[src/rtl/core/ultrasonic_fill_level_monitor_macros.svh]
// Assertion helpers used by the monitor back end
`ifndef ULTRASONIC_FILL_LEVEL_MONITOR_MACROS_SVH
`define ULTRASONIC_FILL_LEVEL_MONITOR_MACROS_SVH

// Same-cycle implication, disabled while in reset
`define UFL_ASSERT_IMP(label, clk, rst_n, ante, cons, msg) \
  label: assert property (@(posedge clk) disable iff (!rst_n) (ante) |-> (cons)) \
    else $error(msg);

// Next-cycle implication, disabled while in reset
`define UFL_ASSERT_NEXT(label, clk, rst_n, ante, cons, msg) \
  label: assert property (@(posedge clk) disable iff (!rst_n) (ante) |=> (cons)) \
    else $error(msg);

`endif

[src/rtl/core/ufl_pkg.sv]
package ufl_pkg;

  // Burst and field geometry
  localparam int SAMPLES      = 5;
  localparam int ECHO_TIMEOUT = 30000;
  localparam int ECHO_W       = 15;
  localparam int PCT_W        = 7;
  localparam int PCT_FULL     = 100;
  localparam int CNT_W        = $clog2(SAMPLES + 1);
  localparam int IDX_W        = (SAMPLES > 1) ? $clog2(SAMPLES) : 1;

  // Percent divider widths: num = diff * 100, dividend = 2*num + span
  localparam int NUM_W   = ECHO_W + 7;
  localparam int REM_W   = NUM_W + 1;
  localparam int DEN_W   = ECHO_W + 1;
  localparam int TRIAL_W = REM_W + 1;
  localparam int QBITS   = PCT_W + 1;
  localparam int BIT_W   = $clog2(QBITS);

  // Queue between front and back
  localparam int Q_DEPTH = 2;
  localparam int QPTR_W  = (Q_DEPTH > 1) ? $clog2(Q_DEPTH) : 1;
  localparam int QCNT_W  = $clog2(Q_DEPTH + 1);

  // Configuration port
  localparam int CFG_IDX_W = 3;
  localparam int CFG_DAT_W = ECHO_W;

  localparam logic [CFG_IDX_W-1:0] REG_EMPTY_ECHO = 3'd0;
  localparam logic [CFG_IDX_W-1:0] REG_FULL_ECHO  = 3'd1;
  localparam logic [CFG_IDX_W-1:0] REG_MIN_ECHO   = 3'd2;
  localparam logic [CFG_IDX_W-1:0] REG_MAX_ECHO   = 3'd3;
  localparam logic [CFG_IDX_W-1:0] REG_FULL_PCT   = 3'd4;
  localparam logic [CFG_IDX_W-1:0] REG_RESET_PCT  = 3'd5;

  // Level event codes
  localparam logic [1:0] EV_NONE    = 2'd0;
  localparam logic [1:0] EV_FULL    = 2'd1;
  localparam logic [1:0] EV_EMPTIED = 2'd2;

  // Status codes
  localparam logic ST_LEVEL   = 1'b0;
  localparam logic ST_NO_ECHO = 1'b1;

  typedef struct packed {
    logic [ECHO_W-1:0] empty_echo_us;
    logic [ECHO_W-1:0] full_echo_us;
    logic [ECHO_W-1:0] min_valid_echo_us;
    logic [ECHO_W-1:0] max_valid_echo_us;
    logic [PCT_W-1:0]  full_threshold_pct;
    logic [PCT_W-1:0]  reset_threshold_pct;
  } cfg_t;

  // Classified sample handed from front to back
  typedef struct packed {
    logic [ECHO_W-1:0] echo;
    logic              keep;
    logic              last;
  } q_item_t;

endpackage

[src/rtl/core/ufl_ifs.sv]
// Echo sample channel
interface ufl_in_if;
  import ufl_pkg::*;
  logic              valid;
  logic              ready;
  logic [ECHO_W-1:0] echo_us;
  modport source (output valid, output echo_us, input ready);
  modport sink   (input valid, input echo_us, output ready);
endinterface

// Level result channel
interface ufl_out_if;
  import ufl_pkg::*;
  logic             valid;
  logic             ready;
  logic             status;
  logic [PCT_W-1:0] fill_percent;
  logic [1:0]       level_event;
  modport source (output valid, output status, output fill_percent, output level_event,
                  input ready);
  modport sink   (input valid, input status, input fill_percent, input level_event,
                  output ready);
endinterface

// Register write channel
interface ufl_cfg_if;
  import ufl_pkg::*;
  logic                 valid;
  logic                 ready;
  logic [CFG_IDX_W-1:0] index;
  logic [CFG_DAT_W-1:0] data;
  modport source (output valid, output index, output data, input ready);
  modport sink   (input valid, input index, input data, output ready);
endinterface

[src/rtl/core/ufl_cfg_regs.sv]
module ufl_cfg_regs (
  input  logic           clk,
  input  logic           rst_n,
  ufl_cfg_if.sink        cfg_chan,
  output ufl_pkg::cfg_t  cfg_o
);
  import ufl_pkg::*;

  cfg_t cfg_r;
  cfg_t cfg_nxt;
  logic wr;

  assign cfg_chan.ready = 1'b1;
  assign wr    = cfg_chan.valid && cfg_chan.ready;
  assign cfg_o = cfg_r;

  // Register decode; unknown indexes are dropped
  always_comb begin
    cfg_nxt = cfg_r;
    if (wr) begin
      unique case (cfg_chan.index)
        REG_EMPTY_ECHO: cfg_nxt.empty_echo_us       = cfg_chan.data;
        REG_FULL_ECHO:  cfg_nxt.full_echo_us        = cfg_chan.data;
        REG_MIN_ECHO:   cfg_nxt.min_valid_echo_us   = cfg_chan.data;
        REG_MAX_ECHO:   cfg_nxt.max_valid_echo_us   = cfg_chan.data;
        REG_FULL_PCT:   cfg_nxt.full_threshold_pct  = cfg_chan.data[PCT_W-1:0];
        REG_RESET_PCT:  cfg_nxt.reset_threshold_pct = cfg_chan.data[PCT_W-1:0];
        default:        cfg_nxt = cfg_r;
      endcase
    end
  end

  always_ff @(posedge clk) begin
    if (!rst_n) begin
      cfg_r.empty_echo_us       <= ECHO_W'(2041);
      cfg_r.full_echo_us        <= ECHO_W'(408);
      cfg_r.min_valid_echo_us   <= ECHO_W'(117);
      cfg_r.max_valid_echo_us   <= ECHO_W'(23323);
      cfg_r.full_threshold_pct  <= PCT_W'(85);
      cfg_r.reset_threshold_pct <= PCT_W'(70);
    end else begin
      cfg_r <= cfg_nxt;
    end
  end

endmodule

[src/rtl/core/ufl_front.sv]
module ufl_front (
  input  logic             clk,
  input  logic             rst_n,
  ufl_in_if.sink           in_chan,
  input  ufl_pkg::cfg_t    cfg_i,
  input  logic             q_full_i,
  output logic             q_push_o,
  output ufl_pkg::q_item_t q_item_o
);
  import ufl_pkg::*;

  logic [CNT_W-1:0] pos_r;
  logic [CNT_W-1:0] pos_nxt;
  logic             last;
  logic             keep;

  assign in_chan.ready = !q_full_i;
  assign q_push_o      = in_chan.valid && in_chan.ready;

  // Window check: timeout, zero and the configured min/max window
  assign keep = (in_chan.echo_us != '0) &&
                (32'(in_chan.echo_us) <= ECHO_TIMEOUT) &&
                (in_chan.echo_us >= cfg_i.min_valid_echo_us) &&
                (in_chan.echo_us <= cfg_i.max_valid_echo_us);

  assign last = (pos_r == CNT_W'(SAMPLES - 1));

  assign q_item_o.echo = in_chan.echo_us;
  assign q_item_o.keep = keep;
  assign q_item_o.last = last;

  // Burst position counter
  always_comb begin
    pos_nxt = pos_r;
    if (q_push_o) begin
      pos_nxt = last ? '0 : pos_r + CNT_W'(1);
    end
  end

  always_ff @(posedge clk) begin
    if (!rst_n) begin
      pos_r <= '0;
    end else begin
      pos_r <= pos_nxt;
    end
  end

endmodule

[src/rtl/core/ufl_queue.sv]
module ufl_queue (
  input  logic             clk,
  input  logic             rst_n,
  input  logic             push_i,
  input  ufl_pkg::q_item_t push_item_i,
  output logic             full_o,
  input  logic             pop_i,
  output logic             valid_o,
  output ufl_pkg::q_item_t pop_item_o
);
  import ufl_pkg::*;

  q_item_t           mem [Q_DEPTH];
  logic [QPTR_W-1:0] wr_ptr_r;
  logic [QPTR_W-1:0] rd_ptr_r;
  logic [QCNT_W-1:0] cnt_r;
  logic [QPTR_W-1:0] wr_ptr_nxt;
  logic [QPTR_W-1:0] rd_ptr_nxt;
  logic [QCNT_W-1:0] cnt_nxt;
  logic              do_push;
  logic              do_pop;

  assign full_o     = (cnt_r == QCNT_W'(Q_DEPTH));
  assign valid_o    = (cnt_r != '0);
  assign pop_item_o = mem[rd_ptr_r];
  assign do_push    = push_i && !full_o;
  assign do_pop     = pop_i && valid_o;

  // Pointer and occupancy update
  always_comb begin
    wr_ptr_nxt = wr_ptr_r;
    rd_ptr_nxt = rd_ptr_r;
    cnt_nxt    = cnt_r;
    if (do_push) begin
      wr_ptr_nxt = (wr_ptr_r == QPTR_W'(Q_DEPTH - 1)) ? '0 : wr_ptr_r + QPTR_W'(1);
    end
    if (do_pop) begin
      rd_ptr_nxt = (rd_ptr_r == QPTR_W'(Q_DEPTH - 1)) ? '0 : rd_ptr_r + QPTR_W'(1);
    end
    case ({do_push, do_pop})
      2'b10:   cnt_nxt = cnt_r + QCNT_W'(1);
      2'b01:   cnt_nxt = cnt_r - QCNT_W'(1);
      default: cnt_nxt = cnt_r;
    endcase
  end

  always_ff @(posedge clk) begin
    if (do_push) begin
      mem[wr_ptr_r] <= push_item_i;
    end
  end

  always_ff @(posedge clk) begin
    if (!rst_n) begin
      wr_ptr_r <= '0;
      rd_ptr_r <= '0;
      cnt_r    <= '0;
    end else begin
      wr_ptr_r <= wr_ptr_nxt;
      rd_ptr_r <= rd_ptr_nxt;
      cnt_r    <= cnt_nxt;
    end
  end

endmodule

[src/rtl/core/ufl_back.sv]
module ufl_back (
  input  logic             clk,
  input  logic             rst_n,
  input  ufl_pkg::cfg_t    cfg_i,
  input  logic             q_valid_i,
  input  ufl_pkg::q_item_t q_item_i,
  output logic             q_pop_o,
  ufl_out_if.source        out_chan
);
  import ufl_pkg::*;
  `include "ultrasonic_fill_level_monitor_macros.svh"

  typedef enum logic [1:0] {
    ST_COLLECT,
    ST_SCALE,
    ST_DIVIDE,
    ST_REPORT
  } state_t;

  state_t             state_r, state_nxt;
  logic [ECHO_W-1:0]  sorted_r [SAMPLES];
  logic [ECHO_W-1:0]  sorted_nxt [SAMPLES];
  logic [ECHO_W-1:0]  ins_vec [SAMPLES];
  logic [SAMPLES-1:0] gt;
  logic [CNT_W-1:0]   cnt_r, cnt_nxt;
  logic [REM_W-1:0]   rem_r, rem_nxt;
  logic [DEN_W-1:0]   den_r, den_nxt;
  logic [QBITS-1:0]   q_r, q_nxt;
  logic [BIT_W-1:0]   bit_r, bit_nxt;
  logic               nodata_r, nodata_nxt;
  logic               zero_r, zero_nxt;
  logic               full_r, full_nxt;
  logic               base_r, base_nxt;
  logic               out_valid_r, out_valid_nxt;
  logic               out_status_r, out_status_nxt;
  logic [PCT_W-1:0]   out_pct_r, out_pct_nxt;
  logic [1:0]         out_event_r, out_event_nxt;

  logic [ECHO_W-1:0]      median;
  logic signed [ECHO_W:0] span;
  logic signed [ECHO_W:0] diff;
  logic [NUM_W-1:0]       num;
  logic [TRIAL_W-1:0]     trial;
  logic [PCT_W-1:0]       pct;
  logic [1:0]             ev;
  logic                   load;

  assign out_chan.valid        = out_valid_r;
  assign out_chan.status       = out_status_r;
  assign out_chan.fill_percent = out_pct_r;
  assign out_chan.level_event  = out_event_r;

  // Sorted insertion of a kept sample (entries past the count are don't-care)
  always_comb begin
    for (int i = 0; i < SAMPLES; i++) begin
      gt[i] = (CNT_W'(i) < cnt_r) && (sorted_r[i] > q_item_i.echo);
    end
    for (int i = 0; i < SAMPLES; i++) begin
      if ((CNT_W'(i) < cnt_r) && !gt[i]) begin
        ins_vec[i] = sorted_r[i];
      end else if ((i > 0) && gt[(i > 0) ? i - 1 : 0]) begin
        ins_vec[i] = sorted_r[(i > 0) ? i - 1 : 0];
      end else begin
        ins_vec[i] = q_item_i.echo;
      end
    end
  end

  // Median pick and linear scaling terms
  assign median = sorted_r[IDX_W'(cnt_r >> 1)];
  assign span   = $signed({1'b0, cfg_i.empty_echo_us}) - $signed({1'b0, cfg_i.full_echo_us});
  assign diff   = $signed({1'b0, cfg_i.empty_echo_us}) - $signed({1'b0, median});
  assign num    = NUM_W'(diff[ECHO_W-1:0]) * NUM_W'(PCT_FULL);
  assign trial  = TRIAL_W'(den_r) << bit_r;

  // Percent with clamp; top quotient bit set means far beyond full scale
  always_comb begin
    if (nodata_r || zero_r) begin
      pct = '0;
    end else if (q_r[QBITS-1] || (q_r[PCT_W-1:0] > PCT_W'(PCT_FULL))) begin
      pct = PCT_W'(PCT_FULL);
    end else begin
      pct = q_r[PCT_W-1:0];
    end
  end

  // Sequencer
  always_comb begin
    state_nxt      = state_r;
    sorted_nxt     = sorted_r;
    cnt_nxt        = cnt_r;
    rem_nxt        = rem_r;
    den_nxt        = den_r;
    q_nxt          = q_r;
    bit_nxt        = bit_r;
    nodata_nxt     = nodata_r;
    zero_nxt       = zero_r;
    full_nxt       = full_r;
    base_nxt       = base_r;
    out_valid_nxt  = out_valid_r && !out_chan.ready;
    out_status_nxt = out_status_r;
    out_pct_nxt    = out_pct_r;
    out_event_nxt  = out_event_r;
    q_pop_o        = 1'b0;
    ev             = EV_NONE;
    load           = 1'b0;

    unique case (state_r)
      ST_COLLECT: begin
        q_pop_o = q_valid_i;
        if (q_valid_i) begin
          if (q_item_i.keep && (cnt_r < CNT_W'(SAMPLES))) begin
            sorted_nxt = ins_vec;
            cnt_nxt    = cnt_r + CNT_W'(1);
          end
          if (q_item_i.last) begin
            state_nxt = ST_SCALE;
          end
        end
      end
      ST_SCALE: begin
        nodata_nxt = (cnt_r == '0);
        zero_nxt   = (span <= 0) || (diff <= 0);
        rem_nxt    = REM_W'({num, 1'b0}) + REM_W'(span[ECHO_W-1:0]);
        den_nxt    = {span[ECHO_W-1:0], 1'b0};
        q_nxt      = '0;
        bit_nxt    = BIT_W'(QBITS - 1);
        cnt_nxt    = '0;
        state_nxt  = ((cnt_r == '0) || (span <= 0) || (diff <= 0)) ? ST_REPORT : ST_DIVIDE;
      end
      ST_DIVIDE: begin
        // Restoring division, one quotient bit per cycle
        if (TRIAL_W'(rem_r) >= trial) begin
          rem_nxt     = rem_r - trial[REM_W-1:0];
          q_nxt[bit_r] = 1'b1;
        end
        if (bit_r == '0) begin
          state_nxt = ST_REPORT;
        end else begin
          bit_nxt = bit_r - BIT_W'(1);
        end
      end
      ST_REPORT: begin
        if (!out_valid_r || out_chan.ready) begin
          load = 1'b1;
          // Full / emptied hysteresis; first level burst only sets baseline
          if (!nodata_r) begin
            if (!base_r) begin
              base_nxt = 1'b1;
            end else if ((pct >= cfg_i.full_threshold_pct) && !full_r) begin
              ev       = EV_FULL;
              full_nxt = 1'b1;
            end else if ((pct <= cfg_i.reset_threshold_pct) && full_r) begin
              ev       = EV_EMPTIED;
              full_nxt = 1'b0;
            end
          end
          out_valid_nxt  = 1'b1;
          out_status_nxt = nodata_r ? ST_NO_ECHO : ST_LEVEL;
          out_pct_nxt    = pct;
          out_event_nxt  = ev;
          state_nxt      = ST_COLLECT;
        end
      end
      default: state_nxt = ST_COLLECT;
    endcase
  end

  // State, flags and result register
  always_ff @(posedge clk) begin
    if (!rst_n) begin
      state_r     <= ST_COLLECT;
      cnt_r       <= '0;
      full_r      <= 1'b0;
      base_r      <= 1'b0;
      out_valid_r <= 1'b0;
    end else begin
      state_r     <= state_nxt;
      cnt_r       <= cnt_nxt;
      full_r      <= full_nxt;
      base_r      <= base_nxt;
      out_valid_r <= out_valid_nxt;
    end
    sorted_r     <= sorted_nxt;
    rem_r        <= rem_nxt;
    den_r        <= den_nxt;
    q_r          <= q_nxt;
    bit_r        <= bit_nxt;
    nodata_r     <= nodata_nxt;
    zero_r       <= zero_nxt;
    out_status_r <= out_status_nxt;
    out_pct_r    <= out_pct_nxt;
    out_event_r  <= out_event_nxt;
  end

  `UFL_ASSERT_IMP(a_pct_range, clk, rst_n, out_valid_r, out_pct_r <= PCT_W'(PCT_FULL), "fill percent above full scale")
  `UFL_ASSERT_IMP(a_nodata_quiet, clk, rst_n, out_valid_r && (out_status_r == ST_NO_ECHO), (out_pct_r == '0) && (out_event_r == EV_NONE), "empty burst carries a level")
  `UFL_ASSERT_NEXT(a_full_sets_flag, clk, rst_n, load && (ev == EV_FULL), full_r && base_r, "full event without full flag")
  `UFL_ASSERT_IMP(a_pop_only_collect, clk, rst_n, q_pop_o, state_r == ST_COLLECT, "queue popped while busy")

endmodule

[src/rtl/core/ultrasonic_fill_level_monitor.sv]
// Channel   Dir  Payload                                    Handshake
// in_chan   in   echo_us[14:0]                              valid/ready
// out_chan  out  status, fill_percent[6:0], level_event[1:0] valid/ready
// cfg_chan  in   index[2:0], data[14:0]                     valid/ready, ready tied high
//
// One sample per cycle while the 2-entry queue has room; the back end drains one per cycle
// while collecting. A burst end then passes through scale, 8 restoring divide steps and
// report, or scale and report alone when there is no level to divide.
// Synchronous active-low reset clears burst counters, hysteresis flags, queue and result
// valid flag and loads the register defaults; no clearing pass.
// A stalled result holds the back end in report; the queue fills and in_chan.ready drops.
module ultrasonic_fill_level_monitor (
  input  logic       clk,
  input  logic       rst_n,
  ufl_in_if.sink     in_chan,
  ufl_out_if.source  out_chan,
  ufl_cfg_if.sink    cfg_chan
);
  import ufl_pkg::*;

  cfg_t    cfg;
  q_item_t push_item;
  q_item_t pop_item;
  logic    q_full;
  logic    q_push;
  logic    q_valid;
  logic    q_pop;

  ufl_cfg_regs u_cfg (
    .clk      (clk),
    .rst_n    (rst_n),
    .cfg_chan (cfg_chan),
    .cfg_o    (cfg)
  );

  ufl_front u_front (
    .clk      (clk),
    .rst_n    (rst_n),
    .in_chan  (in_chan),
    .cfg_i    (cfg),
    .q_full_i (q_full),
    .q_push_o (q_push),
    .q_item_o (push_item)
  );

  ufl_queue u_queue (
    .clk         (clk),
    .rst_n       (rst_n),
    .push_i      (q_push),
    .push_item_i (push_item),
    .full_o      (q_full),
    .pop_i       (q_pop),
    .valid_o     (q_valid),
    .pop_item_o  (pop_item)
  );

  ufl_back u_back (
    .clk       (clk),
    .rst_n     (rst_n),
    .cfg_i     (cfg),
    .q_valid_i (q_valid),
    .q_item_i  (pop_item),
    .q_pop_o   (q_pop),
    .out_chan  (out_chan)
  );

endmodule

[src/flat_wrapper.sv]
// flat-port wrapper written by rule: the top's interface ports become plain ports
module ultrasonic_fill_level_monitor_flat import ufl_pkg::*;
  (clk, rst_n, in_chan_valid, in_chan_echo_us, in_chan_ready, out_chan_valid, out_chan_status, out_chan_fill_percent, out_chan_level_event, out_chan_ready, cfg_chan_valid, cfg_chan_index, cfg_chan_data, cfg_chan_ready);
  ufl_in_if in_chan_i ();
  ufl_out_if out_chan_i ();
  ufl_cfg_if cfg_chan_i ();
  input  logic clk;
  input  logic rst_n;
  input wire logic [$bits(in_chan_i.valid)-1:0] in_chan_valid;
  input wire logic [$bits(in_chan_i.echo_us)-1:0] in_chan_echo_us;
  output wire logic [$bits(in_chan_i.ready)-1:0] in_chan_ready;
  output wire logic [$bits(out_chan_i.valid)-1:0] out_chan_valid;
  output wire logic [$bits(out_chan_i.status)-1:0] out_chan_status;
  output wire logic [$bits(out_chan_i.fill_percent)-1:0] out_chan_fill_percent;
  output wire logic [$bits(out_chan_i.level_event)-1:0] out_chan_level_event;
  input wire logic [$bits(out_chan_i.ready)-1:0] out_chan_ready;
  input wire logic [$bits(cfg_chan_i.valid)-1:0] cfg_chan_valid;
  input wire logic [$bits(cfg_chan_i.index)-1:0] cfg_chan_index;
  input wire logic [$bits(cfg_chan_i.data)-1:0] cfg_chan_data;
  output wire logic [$bits(cfg_chan_i.ready)-1:0] cfg_chan_ready;
  assign in_chan_i.valid = in_chan_valid;
  assign in_chan_i.echo_us = in_chan_echo_us;
  assign in_chan_ready = in_chan_i.ready;
  assign out_chan_valid = out_chan_i.valid;
  assign out_chan_status = out_chan_i.status;
  assign out_chan_fill_percent = out_chan_i.fill_percent;
  assign out_chan_level_event = out_chan_i.level_event;
  assign out_chan_i.ready = out_chan_ready;
  assign cfg_chan_i.valid = cfg_chan_valid;
  assign cfg_chan_i.index = cfg_chan_index;
  assign cfg_chan_i.data = cfg_chan_data;
  assign cfg_chan_ready = cfg_chan_i.ready;
  ultrasonic_fill_level_monitor u_core (.clk(clk), .rst_n(rst_n), .in_chan(in_chan_i), .out_chan(out_chan_i), .cfg_chan(cfg_chan_i));
endmodule
[config.mk]
export PLATFORM = sky130hd
export DESIGN_NAME = ultrasonic_fill_level_monitor_flat
export DESIGN_NICKNAME = d
export VERILOG_FILES = /design/src/rtl/core/ufl_pkg.sv /design/src/rtl/core/ufl_ifs.sv /design/src/rtl/core/ufl_cfg_regs.sv /design/src/rtl/core/ufl_front.sv /design/src/rtl/core/ufl_queue.sv /design/src/rtl/core/ufl_back.sv /design/src/rtl/core/ultrasonic_fill_level_monitor.sv /design/src/flat_wrapper.sv
export VERILOG_INCLUDE_DIRS = /design/src /design/src/rtl/core
export SDC_FILE = /design/constraint.sdc
export NUM_CORES = 1
export LEC_CHECK = 0
export BUFFER_PORTS_ARGS = -buffer_cell sky130_fd_sc_hd__buf_4
export CAP_MARGIN = 20
export CORE_MARGIN = 2
export CORE_UTILIZATION = 35
export DETAILED_ROUTE_END_ITERATION = 8
export GPL_ROUTABILITY_DRIVEN = 0
export REMOVE_ABC_BUFFERS = 1
export SYNTH_ARGS = -nofsm -noshare
export SYNTH_HDL_FRONTEND = slang
export SYNTH_SLANG_ARGS = --single-unit
[constraint.sdc]
create_clock -name clk -period 10 [get_ports clk]
set_input_delay 1 -clock clk [delete_from_list [all_inputs] [get_ports clk]]
set_output_delay 1 -clock clk [all_outputs]
set_load 0.01 [all_outputs]
==> summary.md <==
| Metric | Value |
|---|---|
| Area leader, netlist | `edfxtp_1` |
| Core Rows | `81` |
| Fmax achieved | `147 MHz` |
| Seq/Total Area, Yosys | `37.0%` |
| Post-Layout Inst Area | `19400 µm²` |
| Core Region | `49100 µm²` |
| Asr flop ratio synth | `0%` |
| DRT antenna net count | `0` |
| Area Overhead vs Synth | `11.1%` |
| Hold WS | `0.468 ns` |
| Grt ovf | `0` |
| CTS tree | `done` |
| RSZ-0062 raised after global routing | `no` |
| DRC viols | `0` |
| Synth top area cells | `edfxtp_1 (27%), ha_1 (17%), dfxtp_1 (10%)` |
| Largest net degree at the start of global routing | `91` |
| CP Max Fanout | `21` |
| Drt wl/cell | `17.1 µm` |
| Sequential cell area | `6460 µm²` |
| Worst path required time | `10.27 ns` |
| Placement Cell Area | `18500 µm²` |
| YS warnings | `0` |
| Crit path top cell by count | `a21oi_1` |
| Nets | `2081` |
| Slew margin rel. | `23.1%` |
| Ys flop type | `edfxtp_1` |
| Share of layout cells above drive strength 1 | `11.4%` |
| Initial core utilization | `35.6%` |
| Yosys top cell area share | `26.7%` |
| Via count | `12694` |
| Slew Viols, Final | `0` |
| Skew-Pair Late Insertion Delay | `0.57 ns` |
| Die ar. | `51600 µm²` |
| WS Path Type | `flip-flop to flip-flop` |
| Initial antenna violation count | `0` |
| DR vias/cell | `5.12` |
| Status | `finished clean` |
| TNS Setup | `0 ns` |
| Syn_area_per_cell | `9.91 µm²` |
| Flops & latches, synth | `245` |
| First-pass GRT wire length | `67800 µm` |
| Yosys cell types | `83` |
| Number of synthesized flops with an enable pin | `155` |
| Clock transition at path regs | `0.07 ns` |
| Highest-delay cell along the critical path | `fa_1` |
| Clk_skew | `0.0227 ns` |
| Hold buffer count at CTS | `0` |
| Area of the multi-input gates | `10100 µm²` |
| Mapped Area | `17400 µm²` |
| Routed wire length | `42500 µm` |
| Iter 0 DRT Violations | `711` |
| Placed insts | `2431` |
| Drt first pass iters | `5` |
| Clk buf depth | `3` |
| Clock sinks | `245` |
| Total CTS buffers | `26` |
| Tcrit/Tclk final | `67.9%` |
| Post-CTS setup repair buffer count | `0` |
| Die height | `227 µm` |
| N_diodes | `0` |
| DP Wirelength | `32300 µm` |
| Crit-path max cell delay | `0.53 ns` |
| Max Cap Violations | `0` |
| Cell count after synthesis | `1761` |
| # port buffers | `49` |
| Final min period | `6.79 ns` |
| Most frequent cells in the layout | `ha_1 (233), inv_1 (185), nand2_1 (170), edfxtp_1 (155), a21oi_1 (100)` |
| Most common cell after layout, fill and taps aside | `ha_1` |
| Crit path DAT | `7.06 ns` |
| GRT Total Usage | `16.6%` |
| Filler cells | `4839` |
| Die width | `227 µm` |
| Cts repair resizes | `0` |
| Io pins | `51` |
| Final cell count without fillers | `2481` |
| Vias in the first global route | `12679` |
| Final hold viol count | `0` |
| Critical path buffer and inverter count | `5` |
| CP endpoint kind | `flip-flop` |
| Worst slew pin tran | `1.15 ns` |
| Startpoint types | `flip-flop` |
| H-tree depth | `1` |
| Worst Hold Class | `flip-flop to flip-flop` |
| Clock root buffer | `clkbuf_16` |
| Largest delay contributor family on the critical path | `adder cells` |
| Final setup fails | `0` |
flip-flops by register name (all words and copies together) (netlist names), named ones only:
name and flops:
u_core.u_back.base_r 1, u_core.u_back.bit_r 3, u_core.u_back.cnt_r 3, u_core.u_back.den_r 15, u_core.u_back.full_r 1, u_core.u_back.nodata_r 1, u_core.u_back.out_chan.fill_percent 7, u_core.u_back.out_chan.level_event 2
u_core.u_back.out_chan.status 1, u_core.u_back.out_chan.valid 1, u_core.u_back.q_r 8, u_core.u_back.rem_r 23, u_core.u_back.sorted_r 60, u_core.u_back.state_r 2, u_core.u_back.zero_r 1, u_core.u_cfg.cfg_o 74
u_core.u_front.pos_r 3, u_core.u_queue.cnt_r 2, u_core.u_queue.mem 34, u_core.u_queue.rd_ptr_r 1, u_core.u_queue.wr_ptr_r 1
per-stage QoR:
stage,setup slack [ns],utilization [%]
after floorplan,3.34,-
after global placement,3.34,37.8
after detailed placement,3.27,37.8
after CTS,3.20,39.4
after global routing,2.77,39.5
final,3.21,39.5
layer usage:
layer / GRT usage (%) / wire (µm) / vias to the layer above
met5: 0 / 0 / -
met4: 4.26 / 972 / 0
met3: 2.19 / 1370 / 55
met2: 28.2 / 20000 / 190
met1: 22.2 / 20100 / 6056
li1: - / - / 6393
area by class of cell:
cell class              count  area share [%]
repair buffers             59            2.43
well taps                 664            4.29
clock buffers              36            3.77
multi-input cells        1278            52.1
inverters                 187            3.62
clock inverters            12           0.471
flip-flops and latches    245            33.3
path summary, 6_finish.rpt:
path	start	to	slack [ns]	cells past startpoint
max reg2reg	u_core.u_back.cnt_r[1]$_SDFFE_PN0P_	u_core.u_back.rem_r[22]$_DFFE_PP_	3.21	28
min	u_core.u_cfg.cfg_o[46]$_SDFFE_PN0P_	u_core.u_cfg.cfg_o[46]$_SDFFE_PN0P_	0.47	2
min reg2reg	u_core.u_cfg.cfg_o[46]$_SDFFE_PN0P_	u_core.u_cfg.cfg_o[46]$_SDFFE_PN0P_	0.47	2
max	u_core.u_back.cnt_r[1]$_SDFFE_PN0P_	u_core.u_back.rem_r[22]$_DFFE_PP_	3.21	28
cells in the mapped netlist, types with 22 or more instances:
| cell | instances |
|---|---|
| nand3_1 | 36 |
| ha_1 | 234 |
| a21oi_1 | 100 |
| clkbuf_1 | 40 |
| nor3_1 | 23 |
| inv_1 | 185 |
| dfxtp_1 | 90 |
| o21ai_0 | 61 |
| mux2i_1 | 23 |
| edfxtp_1 | 155 |
| mux2_2 | 66 |
| nor2_1 | 76 |
| xnor2_1 | 57 |
| nor2b_1 | 47 |
| nand2_1 | 170 |
| o211ai_1 | 22 |
| o21a_1 | 41 |
| xor2_1 | 22 |
| a21o_1 | 36 |
| a21boi_0 | 40 |
kinds of logic after synthesis:
family	count (synthesis)	share of synthesized area [%]
AND/OR/NAND/NOR	470	13.4
AO/OA/AOI/OAI	372	13.9
buffers and inverters	238	5.26
multiplexers	110	8.29
adder cells (fa/ha/maj)	246	18.2
XOR/XNOR	79	3.97
other	1	0.0215
flip-flops	245	37.0
worst min-delay path, cell delays in order (launching register included):
cell,delay [ns]
dfxtp_1,0.31
nand2_1,0.05
a21boi_0,0.06
Power is not shown: default switching activity piles up to over one toggle a cycle in this logic, so the estimate is an artifact.
